===== src/hw/rtl/assert_macros.svh =====
// assertion macros shared by the deframer rtl
`ifndef ASSERT_MACROS_SVH
`define ASSERT_MACROS_SVH

`ifndef SYNTH

// property must hold at every clock edge outside reset
`define ASSERT_PROP(label, clk, rst, prop, msg) \
  label: assert property (@(posedge clk) disable iff (rst) prop) else $error(msg);

// expression must never be true outside reset
`define ASSERT_NEVER(label, clk, rst, expr, msg) \
  label: assert property (@(posedge clk) disable iff (rst) !(expr)) else $error(msg);

`else

`define ASSERT_PROP(label, clk, rst, prop, msg)
`define ASSERT_NEVER(label, clk, rst, expr, msg)

`endif

`endif


===== src/hw/rtl/dfr_pkg.sv =====
// types and constants of the length prefixed frame deframer
`default_nettype none

package dfr_pkg;

  localparam int BYTE_W      = 8;
  localparam int LEN_W       = 16;
  localparam int POS_W       = 17;
  localparam int KIND_W      = 3;
  localparam int CFG_INDEX_W = 3;
  localparam int CFG_DATA_W  = 32;

  // result kinds
  localparam logic [KIND_W-1:0] KIND_HEADER   = 3'd0;
  localparam logic [KIND_W-1:0] KIND_BODY     = 3'd1;
  localparam logic [KIND_W-1:0] KIND_GOOD     = 3'd2;
  localparam logic [KIND_W-1:0] KIND_TAIL_ERR = 3'd3;
  localparam logic [KIND_W-1:0] KIND_REJECT   = 3'd4;

  // register indexes
  localparam logic [CFG_INDEX_W-1:0] REG_START_PATTERN = 3'd0;
  localparam logic [CFG_INDEX_W-1:0] REG_TAIL_VALUE    = 3'd1;
  localparam logic [CFG_INDEX_W-1:0] REG_MAX_LENGTH    = 3'd2;
  localparam logic [CFG_INDEX_W-1:0] REG_MIN_LENGTH    = 3'd3;

  // frame positions
  localparam logic [POS_W-1:0] POS_LEN_LO     = 17'd4;
  localparam logic [POS_W-1:0] POS_LEN_HI     = 17'd5;
  localparam logic [POS_W-1:0] POS_BODY_START = 17'd6;

  localparam logic [LEN_W-1:0] MAX_LENGTH_RESET = 16'd1024;
  localparam logic [LEN_W-1:0] MIN_LENGTH_RESET = 16'd1;

  typedef struct packed {
    logic [31:0]       start_pattern;
    logic [BYTE_W-1:0] tail_value;
    logic [LEN_W-1:0]  max_length;
    logic [LEN_W-1:0]  min_length;
  } cfg_t;

  typedef struct packed {
    logic [BYTE_W-1:0] data_byte;
    logic [KIND_W-1:0] kind;
    logic [LEN_W-1:0]  body_index;
  } result_t;

endpackage

`default_nettype wire


===== src/hw/rtl/dfr_cfg.sv =====
// configuration register file of the deframer
`default_nettype none

module dfr_cfg (
  input  wire logic                            clk,
  input  wire logic                            rst,
  input  wire logic                            cfg_valid,
  output logic                                 cfg_ready,
  input  wire logic [dfr_pkg::CFG_INDEX_W-1:0] cfg_index,
  input  wire logic [dfr_pkg::CFG_DATA_W-1:0]  cfg_data,
  output dfr_pkg::cfg_t                        cfg
);
  import dfr_pkg::*;

  logic wr;

  assign cfg_ready = 1'b1;
  assign wr        = cfg_valid && cfg_ready;

  always_ff @(posedge clk) begin
    if (rst) begin
      cfg.start_pattern <= '0;
      cfg.tail_value    <= '0;
      cfg.max_length    <= MAX_LENGTH_RESET;
      cfg.min_length    <= MIN_LENGTH_RESET;
    end else if (wr) begin
      case (cfg_index)
        REG_START_PATTERN: cfg.start_pattern <= cfg_data;
        REG_TAIL_VALUE:    cfg.tail_value    <= cfg_data[BYTE_W-1:0];
        REG_MAX_LENGTH:    cfg.max_length    <= cfg_data[LEN_W-1:0];
        REG_MIN_LENGTH:    cfg.min_length    <= cfg_data[LEN_W-1:0];
        default: begin
          // unknown index, write dropped
        end
      endcase
    end
  end

endmodule

`default_nettype wire


===== src/hw/rtl/dfr_parse.sv =====
// frame position tracking and per byte classification
`include "assert_macros.svh"
`default_nettype none

module dfr_parse (
  input  wire logic                       clk,
  input  wire logic                       rst,
  input  wire logic                       step,
  input  wire logic [dfr_pkg::BYTE_W-1:0] rx_byte,
  input  wire dfr_pkg::cfg_t              cfg,
  output dfr_pkg::result_t                result
);
  import dfr_pkg::*;

  logic [POS_W-1:0]  pos;
  logic [POS_W-1:0]  pos_next;
  logic [LEN_W-1:0]  frame_length;
  logic [LEN_W-1:0]  frame_length_next;
  logic [BYTE_W-1:0] want;
  logic [LEN_W-1:0]  full_len;
  logic [LEN_W-1:0]  body_len;
  logic [POS_W-1:0]  tail_pos;
  logic [POS_W-1:0]  body_off;

  assign want     = cfg.start_pattern[{pos[1:0], 3'b000} +: BYTE_W];
  assign full_len = {rx_byte, frame_length[BYTE_W-1:0]};
  // zero length means empty body
  assign body_len = (frame_length == '0) ? '0 : frame_length - LEN_W'(1);
  assign tail_pos = POS_BODY_START + {1'b0, body_len};
  assign body_off = pos - POS_BODY_START;

  always_comb begin
    pos_next          = pos;
    frame_length_next = frame_length;
    result.data_byte  = rx_byte;
    result.kind       = KIND_HEADER;
    result.body_index = '0;
    if (pos < POS_LEN_LO) begin
      // mismatch restarts the hunt without re-examining this byte
      pos_next = (rx_byte == want) ? pos + POS_W'(1) : '0;
    end else if (pos == POS_LEN_LO) begin
      frame_length_next = {{(LEN_W-BYTE_W){1'b0}}, rx_byte};
      pos_next          = POS_LEN_HI;
    end else if (pos == POS_LEN_HI) begin
      frame_length_next = full_len;
      if (full_len < cfg.min_length || full_len > cfg.max_length) begin
        result.kind = KIND_REJECT;
        pos_next    = '0;
      end else begin
        pos_next = POS_BODY_START;
      end
    end else if (pos >= tail_pos) begin
      result.kind = (rx_byte == cfg.tail_value) ? KIND_GOOD : KIND_TAIL_ERR;
      pos_next    = '0;
    end else begin
      result.kind       = KIND_BODY;
      result.body_index = body_off[LEN_W-1:0];
      pos_next          = pos + POS_W'(1);
    end
  end

  always_ff @(posedge clk) begin
    if (rst) begin
      pos          <= '0;
      frame_length <= '0;
    end else if (step) begin
      pos          <= pos_next;
      frame_length <= frame_length_next;
    end
  end

  `ASSERT_NEVER(a_index_only_on_body, clk, rst, step && result.kind != KIND_BODY && result.body_index != '0, "body index set outside body")
  `ASSERT_PROP(a_restart_after_end, clk, rst, step && (result.kind == KIND_GOOD || result.kind == KIND_TAIL_ERR || result.kind == KIND_REJECT) |=> pos == '0, "hunt not restarted")
  `ASSERT_PROP(a_body_advances, clk, rst, step && result.kind == KIND_BODY |=> pos == $past(pos) + POS_W'(1), "body position did not advance")

endmodule

`default_nettype wire


===== src/hw/rtl/length_prefixed_frame_deframer_top.sv =====
// top level of the length prefixed frame deframer
//
//   port group  direction  handshake              carries
//   in          to block   in_valid / in_stall    rx_byte
//   out         from block out_valid / out_stall  data_byte, kind, body_index
//   cfg         to block   cfg_valid / cfg_ready  cfg_index, cfg_data
//
// one item per cycle sustained while out_stall is low; each item passes through the input
// register and then the result register around the parser
// out_stall reaches in_stall combinationally, gated by the valid bits of the two register stages
// synchronous reset clears state and config at once, no clearing pass
`include "assert_macros.svh"
`default_nettype none

module length_prefixed_frame_deframer_top (
  input  wire logic                            clk,
  input  wire logic                            rst,
  input  wire logic                            in_valid,
  output logic                                 in_stall,
  input  wire logic [dfr_pkg::BYTE_W-1:0]      rx_byte,
  output logic                                 out_valid,
  input  wire logic                            out_stall,
  output logic [dfr_pkg::BYTE_W-1:0]           data_byte,
  output logic [dfr_pkg::KIND_W-1:0]           kind,
  output logic [dfr_pkg::LEN_W-1:0]            body_index,
  input  wire logic                            cfg_valid,
  output logic                                 cfg_ready,
  input  wire logic [dfr_pkg::CFG_INDEX_W-1:0] cfg_index,
  input  wire logic [dfr_pkg::CFG_DATA_W-1:0]  cfg_data
);
  import dfr_pkg::*;

  cfg_t              cfg;
  result_t           result;
  logic              s1_valid;
  logic [BYTE_W-1:0] s1_byte;
  logic              out_free;
  logic              s1_adv;
  logic              in_take;

  assign out_free = !out_valid || !out_stall;
  assign s1_adv   = s1_valid && out_free;
  assign in_stall = s1_valid && !out_free;
  assign in_take  = in_valid && !in_stall;

  dfr_cfg u_cfg (
    .clk       (clk),
    .rst       (rst),
    .cfg_valid (cfg_valid),
    .cfg_ready (cfg_ready),
    .cfg_index (cfg_index),
    .cfg_data  (cfg_data),
    .cfg       (cfg)
  );

  dfr_parse u_parse (
    .clk     (clk),
    .rst     (rst),
    .step    (s1_adv),
    .rx_byte (s1_byte),
    .cfg     (cfg),
    .result  (result)
  );

  // input register
  always_ff @(posedge clk) begin
    if (rst) begin
      s1_valid <= 1'b0;
    end else if (!in_stall) begin
      s1_valid <= in_valid;
    end
  end

  always_ff @(posedge clk) begin
    if (in_take) begin
      s1_byte <= rx_byte;
    end
  end

  // result register
  always_ff @(posedge clk) begin
    if (rst) begin
      out_valid <= 1'b0;
    end else if (out_free) begin
      out_valid <= s1_valid;
    end
  end

  always_ff @(posedge clk) begin
    if (s1_adv) begin
      data_byte  <= result.data_byte;
      kind       <= result.kind;
      body_index <= result.body_index;
    end
  end

  `ASSERT_NEVER(a_stall_needs_item, clk, rst, in_stall && !s1_valid, "stall with empty input register")
  `ASSERT_PROP(a_item_moves_out, clk, rst, s1_valid && !out_valid |=> out_valid, "item not moved to result register")
  `ASSERT_PROP(a_result_not_lost, clk, rst, !$past(rst) && $fell(out_valid) |-> $past(!out_stall), "result dropped while stalled")

endmodule

`default_nettype wire

===== config.mk =====
export PLATFORM = sky130hd
export DESIGN_NAME = length_prefixed_frame_deframer_top
export DESIGN_NICKNAME = d
export VERILOG_FILES = /design/src/hw/rtl/dfr_pkg.sv /design/src/hw/rtl/dfr_cfg.sv /design/src/hw/rtl/dfr_parse.sv /design/src/hw/rtl/length_prefixed_frame_deframer_top.sv
export VERILOG_INCLUDE_DIRS = /design/src /design/src/hw/rtl
export SDC_FILE = /design/constraint.sdc
export NUM_CORES = 1
export LEC_CHECK = 0
export BUFFER_PORTS_ARGS = -buffer_cell sky130_fd_sc_hd__buf_2
export CAP_MARGIN = 40
export CORE_MARGIN = 2
export CORE_UTILIZATION = 45
export DETAILED_ROUTE_END_ITERATION = 10
export PLACE_DENSITY = 0.77
export SYNTH_ARGS = -nofsm -noshare
export SYNTH_HDL_FRONTEND = slang
export SYNTH_SLANG_ARGS = --single-unit

===== constraint.sdc =====
create_clock -name clk -period 4.4 [get_ports clk]
set_input_delay 0.44 -clock clk [delete_from_list [all_inputs] [get_ports clk]]
set_output_delay 0.44 -clock clk [all_outputs]
set_load 0.02 [all_outputs]

==> results.ini, run 1 <==
[placed_design]
placed_area_mm2=0.008554
place_hpwl_um=14340
io_buffers=76
routabilityCongestion=0.8843

[cts]
clock_sinks=142
post_cts_buffers=0
clock_tree.root_cell=clkbuf_16
h-tree-depth=4
cts_tree=done
clock_path_buffers=2
cts_hold_buf=0
cts_buffers=17
clk-insertion-delay-late_ns=0.43
cts_resized=0
path_clk_slew_ns=0.06

[worst_setup_path]
cp_max_fo=6
worstPathCellList=or4_4, or3_1, a211oi_2, nor2_1, a211oi_2, xnor2_1, nand2_1, ha_1, a21o_1, a21o_1, a221o_1, a22oi_2, buf_6, a21oi_1, or3_1, o32ai_1
crit_type=reg -> reg
critPathRequiredTime_ns=4.73
crit_slowest_cell=or4_4
cp.arrival_ns=4.57
endpoint_kind=flip-flop
critPathMaxStageDelay_ns=0.54
start_kind=flip-flop

[global_routing]
grt_pass1_wl_um=31860
grt_max_degree=45
antenna_found_initial=1
track_usage_pct=22.38
grt-ovfl-total=0
grt_pass1_vias=6163

[sta]
period_share_pct=96.20
hold_violations=0
maxSlewHeadroom_pct=40.27
period_minus_slack_ns=4.233
worst_clock_skew_ns=0.005887
fmax_mhz=236.3
finalSetupViolCount=0
tightestPinTransition_ns=0.8891
slew_viol_final=0

[yosys]
ys_types=60
synth_enable_flop_cells=35
ys_async_sr_fraction_pct=0
ys_seq_area_share_pct=40.88
synth-main-ff-cell=dfxtp_1
syn-cell-area_mm2=0.007811
ys_seq_elements=142
synthesis.nets=1024
avgSynthCellArea_um2=8.481
syn_inst=921
synth_warnings=0

[final_layout]
area_growth_pct=16.53
nets=1101
final_cell_mix=nand2_1, a21oi_1, dfxtp_1
register_area_mm2=0.003196
finalInstanceArea_mm2=0.009102
final_util_pct=53.18
final_common_cell=nand2_1
layout-drive-gt1-share_pct=16.83
multi_input_area_mm2=0.004269
nFillCells=1578

[power]
switchingPower_w=0.0007110
power.share.sequential_pct=48.7
internal_power_w=0.002148
power_frac_clock_pct=45.3
vdd_drop_max_mv=0.2666
switching_share_pct=24.87
power_frac_comb_pct=6.0
p_leak_nw=3.612
power_density_mw_per_mm2=314.1

[floorplan]
placeableCoreArea_mm2=0.01712
start_util_pct=45.64
die_w_um=135.8
die_area_mm2=0.01843
rows=48
die_h_um=135.8
pin_count=78

[run_status]
run_status=finished clean

[min_path]
worstHoldPathType=in -> reg

[detailed_routing]
vias_per_cell=5.427
routed_wl_um=19610
drtIter0Drc=325
detail-route-antenna-nets=0
drc=0
wire_per_inst_um=15.86
first_pass_iters=5
vias=6708

[run]
drv_cap=0

## through the flow
stage | hold slack [ns] | power (W) | TNS (ns) | cells | setup slack, ns
floorplan | 0.4331 | 0.001511 | 0 | 921 | 0.005715
global placement | 0.4406 | 0.001583 | 0 | 1201 | 0.1207
detailed placement | 0.4447 | 0.001591 | 0 | 1204 | 0.1273
CTS | 0.1678 | 0.002877 | 0 | 1235 | 0.08979
global route | 0.1658 | 0.002958 | -0.0003348 | 1235 | -0.0003348
finish | 0.1842 | 0.002859 | 0 | 1236 | 0.1674
## layer usage
layer	vias to the layer above	GRT usage [%]	wire length, um
met5	-	0	0
met4	0	9.433	457
met3	34	4.602	1353
met2	227	36.78	9264
met1	3102	28.63	8531
li1	3345	-	-
## critical path, delay by kind of cell (launching register included)
family          cells  cell delay [ns]
simple gates        5             1.50
compound gates      8             1.62
fa+ha+maj           1             0.30
flops               1             0.39
xor+xnor            1             0.16
buf+inv             1             0.16
## cell families (layout without fill, tap and decap cells)
kind of cell	after synthesis	count (layout)	share of synthesized area [%]
fa+ha+maj	55	55	8.810
mux	10	10	2.579
flops	142	142	40.88
compound gates	181	181	14.03
buf+inv	95	184	4.837
simple gates	376	376	21.98
xor+xnor	61	61	6.840
other cells	1	2	0.04801
## area by class of cell
| class | count | share of cell area, % |
|---|---|---|
| multi-input combinational | 684 | 46.90 |
| sequential | 142 | 35.11 |
| timing repair buffer | 110 | 7.381 |
| clock buffer | 18 | 4.715 |
| tap | 225 | 3.093 |
| inverter | 43 | 1.773 |
| clock inverter | 13 | 1.003 |
| antenna | 1 | 0.02749 |
## path summary, 6_finish.rpt
path                                         startpoint  slack, ns  depth (start not counted)              to
worst max-delay path            u_parse.frame_length[2]       0.17                         16  u_parse.pos[2]
worst min-delay path                         rx_byte[5]       0.18                          1      s1_byte[5]
worst max register to register  u_parse.frame_length[2]       0.17                         16  u_parse.pos[2]
worst min register to register            u_cfg.cfg[70]       0.45                          2   u_cfg.cfg[70]
## synth_stat cells, types with 5 or more instances
master | number | area share [%]
nor2_1 | 60 | 2.9
or3_1 | 5 | 0.40
and3_1 | 10 | 0.80
and2_1 | 5 | 0.40
nand3_1 | 33 | 2.1
inv_1 | 43 | 2.1
and4_1 | 7 | 0.78
nor3_1 | 17 | 1.1
clkbuf_1 | 43 | 2.1
xnor2_1 | 30 | 3.4
a211oi_1 | 5 | 0.48
a21o_1 | 12 | 1.2
dfxtp_1 | 107 | 27
nor2b_1 | 5 | 0.40
nand4_1 | 17 | 1.4
nor4_1 | 8 | 0.64
ha_1 | 55 | 8.8
a31oi_1 | 5 | 0.40
nand2b_1 | 7 | 0.56
o21ai_0 | 14 | 0.90
xor2_1 | 31 | 3.5
a21oi_1 | 113 | 7.2
mux4_2 | 8 | 2.3
edfxtp_1 | 35 | 13
buf_2 | 5 | 0.32
nand2_1 | 190 | 9.1
## flip-flops by register name (all words and copies together) (netlist names)
name	cells
u_parse.frame_length	16
out_valid	1
body_index	16
data_byte	8
kind	3
u_cfg.cfg	72
s1_byte	8
u_parse.pos	17
s1_valid	1
## power groups by stage
stage	Clock, W	Sequential (W)	Combinational (W)
4_1_cts	0.00131	0.00139	0.000171
3_3_place_gp	0	0.00142	0.000162
2_1_floorplan	0	0.00142	0.0000887
3_5_place_dp	0	0.00142	0.000169
5_1_grt	0.00137	0.00140	0.000191
6_report	0.00129	0.00139	0.000172
Note: power is estimated with default switching activity, not from simulation.
==> inputs of run 2 (changes only) <==
--- a/config.mk
+++ b/config.mk
@@ -8,10 +8,12 @@
 export LEC_CHECK = 0
 export BUFFER_PORTS_ARGS = -buffer_cell sky130_fd_sc_hd__buf_2
 export CAP_MARGIN = 40
+export CELL_PAD_IN_SITES_DETAIL_PLACEMENT = 0
+export CELL_PAD_IN_SITES_GLOBAL_PLACEMENT = 1
 export CORE_MARGIN = 2
-export CORE_UTILIZATION = 45
+export CORE_UTILIZATION = 41
 export DETAILED_ROUTE_END_ITERATION = 10
-export PLACE_DENSITY = 0.77
+export PLACE_DENSITY = 0.88
 export SYNTH_ARGS = -nofsm -noshare
 export SYNTH_HDL_FRONTEND = slang
 export SYNTH_SLANG_ARGS = --single-unit
==> run 2 against run 1 <==
Net effect:
- critical path depth is the same
- combinational power about the same
- sequential power about the same
- critical path type unchanged
- largest power group is now clock
- highest routed layer unchanged
==> results.ini, run 2 (synthesized netlist as in run 1, its figures left out) <==
[final_layout]
area_growth_pct=16.87
final_cell_mix=nand2_1, a21oi_1, dfxtp_1
layout-drive-gt1-share_pct=16.42  ; -0.41 points
final_common_cell=nand2_1
finalInstanceArea_mm2=0.009129  ; +0.29%
nets=1095  ; -0.54%
diodes=0  ; -1
top_regs=u_cfg.cfg (72), u_parse.pos (17)
regMostFlops=u_cfg.cfg
nFillCells=1801  ; +14%
largest_register_ffs=72  ; unchanged

[detailed_routing]
drc=0  ; unchanged
wire_per_inst_um=16.42  ; +3.5%
drtIter0Drc=369  ; +14%
routed_wl_um=20350  ; +3.8%
vias=6726  ; +0.27%
first_pass_iters=5  ; unchanged
detail-route-antenna-nets=0  ; unchanged
vias_per_cell=5.429  ; about the same

[global_routing]
grt_max_degree=39  ; -13%
antenna_found_initial=0  ; -1
grt_pass1_wl_um=32800  ; +3.0%
grt_util_met3_pct=3.970  ; -0.63 points
top_usage_layer=met2
grtUsageMet2_pct=35.27  ; -1.5 points
grt-ovfl-total=0  ; unchanged
grt_pass1_vias=6296  ; +2.2%
track_usage_pct=20.91  ; -1.5 points
use_met1_pct=27.28  ; -1.3 points

[run_status]
run_status=finished clean

[cts]
h-tree-depth=4  ; unchanged
clock_sinks=142  ; unchanged
clock_tree.root_cell=clkbuf_16
clk-insertion-delay-late_ns=0.42  ; about the same
path_clk_slew_ns=0.06  ; about the same
clock_path_buffers=2  ; unchanged
cts_buffers=17  ; unchanged
cts_hold_buf=0  ; unchanged
cts_tree=done

[sta]
period_share_pct=96.62  ; +0.43 points
slew_viol_final=0  ; unchanged
hold_violations=0  ; unchanged
rsz0062_at_grt=no
period_minus_slack_ns=4.251  ; +0.01871 ns
tightestPinTransition_ns=0.7719  ; -0.1173 ns
tns_ns=0  ; unchanged
worst_clock_skew_ns=0.006824  ; +0.0009376 ns
maxSlewHeadroom_pct=48.35  ; +8.1 points
fmax_mhz=235.2  ; -0.44%
finalSetupViolCount=0  ; unchanged

[min_path]
worstHoldPathType=in -> reg

[floorplan]
die_h_um=142.0  ; +4.6%
start_util_pct=41.76  ; -3.9 points
pin_count=78  ; unchanged
placeableCoreArea_mm2=0.01871  ; +9.3%
rows=50  ; +4.2%
die_w_um=142.0  ; +4.6%
die_area_mm2=0.02017  ; +9.5%

[power]
power_w=0.002964  ; +3.7%
vdd_drop_max_mv=0.2806  ; +5.2%
p_leak_nw=3.614  ; about the same
power_density_mw_per_mm2=324.7  ; +3.4%

[worst_setup_path]
start_kind=flip-flop
crit_type=reg -> reg
cp_max_fo=7  ; +1
crit_slowest_cell=or4_4
worstPathCellList=buf_4, or4_4, or3_1, a211oi_2, nor2_1, a211oi_2, xnor2_1, nand2_1, ha_1, a21o_1, a21o_1, a221o_1, a22oi_2, a21oi_1, or3_1, o32ai_2
endpoint_kind=flip-flop
cp.arrival_ns=4.58  ; about the same
reg2reg_slack_ns=0.15  ; -0.02 ns
critPathMaxStageDelay_ns=0.57  ; +0.03 ns
critPathRequiredTime_ns=4.73  ; about the same

[placed_design]
routabilityCongestion=0.9092  ; +2.8%
io_buffers=76  ; unchanged
placed_area_mm2=0.008508  ; -0.54%
place_hpwl_um=14690  ; +2.4%

[run]
drv_cap=0  ; unchanged

==> run 2: critical path: cells and delay by family, from the launching register on <==
kind / cells / cell delay [ns]
buffers and inverters: 1 / 0.15
AND/OR/NAND/NOR: 5 / 1.53
adder cells (fa/ha/maj): 1 / 0.29
XOR/XNOR: 1 / 0.15
flip-flops: 1 / 0.31
AO/OA/AOI/OAI: 8 / 1.72
==> run 2: through the flow <==
step                std cells  hold slack [ns]  util, %  worst slack (ns)
global route             1239           0.1892    48.80           0.02762
finish                   1239           0.1911    48.80            0.1487
detailed placement       1207           0.4475    45.48            0.1425
global placement         1205           0.4394    45.30            0.1044
CTS                      1239           0.1748    48.61            0.1146
floorplan                 921           0.4331        -          0.005715
==> run 2: path summary, 6_finish.rpt <==
check                                             start             end  depth (start not counted)
worst max-delay path            u_parse.frame_length[0]  u_parse.pos[2]                         16
worst min-delay path                         rx_byte[0]      s1_byte[0]                          1
worst max register to register  u_parse.frame_length[0]  u_parse.pos[2]                         16
worst min register to register            u_cfg.cfg[19]   u_cfg.cfg[19]                          2
==> run 2: layer usage <==
metal	routed length [um]	part of all wire, %	up-vias
li1	-	-	3322
met1	9410	46	3203
met3	1039	5.1	24
met2	9607	47	177
met4	288	1.4	0
met5	0	0	-
==> run 2: what timing repair did <==
| item | CTS | global route |
|---|---|---|
| hold endpoints to repair | 0 | 0 |
| gates resized for setup | 0 | 7 |
| buffers inserted | 0 | 0 |
| setup endpoints to repair | 0 | 31 |
==> run 2: cell type report <==
cell class	instances	area (um2)	area share, %
clock inverters	7	45.04	0.4934
repair buffers	104	610.6	6.689
well taps	234	292.8	3.207
inverters	43	161.4	1.768
clock buffers	25	539.3	5.907
multi-input cells	684	4287	46.96
flip-flops and latches	142	3193	34.98
==> run 2: power breakdown <==
group / internal (W) / switching (W) / leakage [nW] / total [W]
clock network: 0.000852 / 0.000547 / 0.293 / 0.00140
registers: 0.00137 / 0.0000264 / 1.20 / 0.00139
logic: 0.0000622 / 0.000110 / 2.12 / 0.000172
total: 0.00228 / 0.000683 / 3.61 / 0.00296
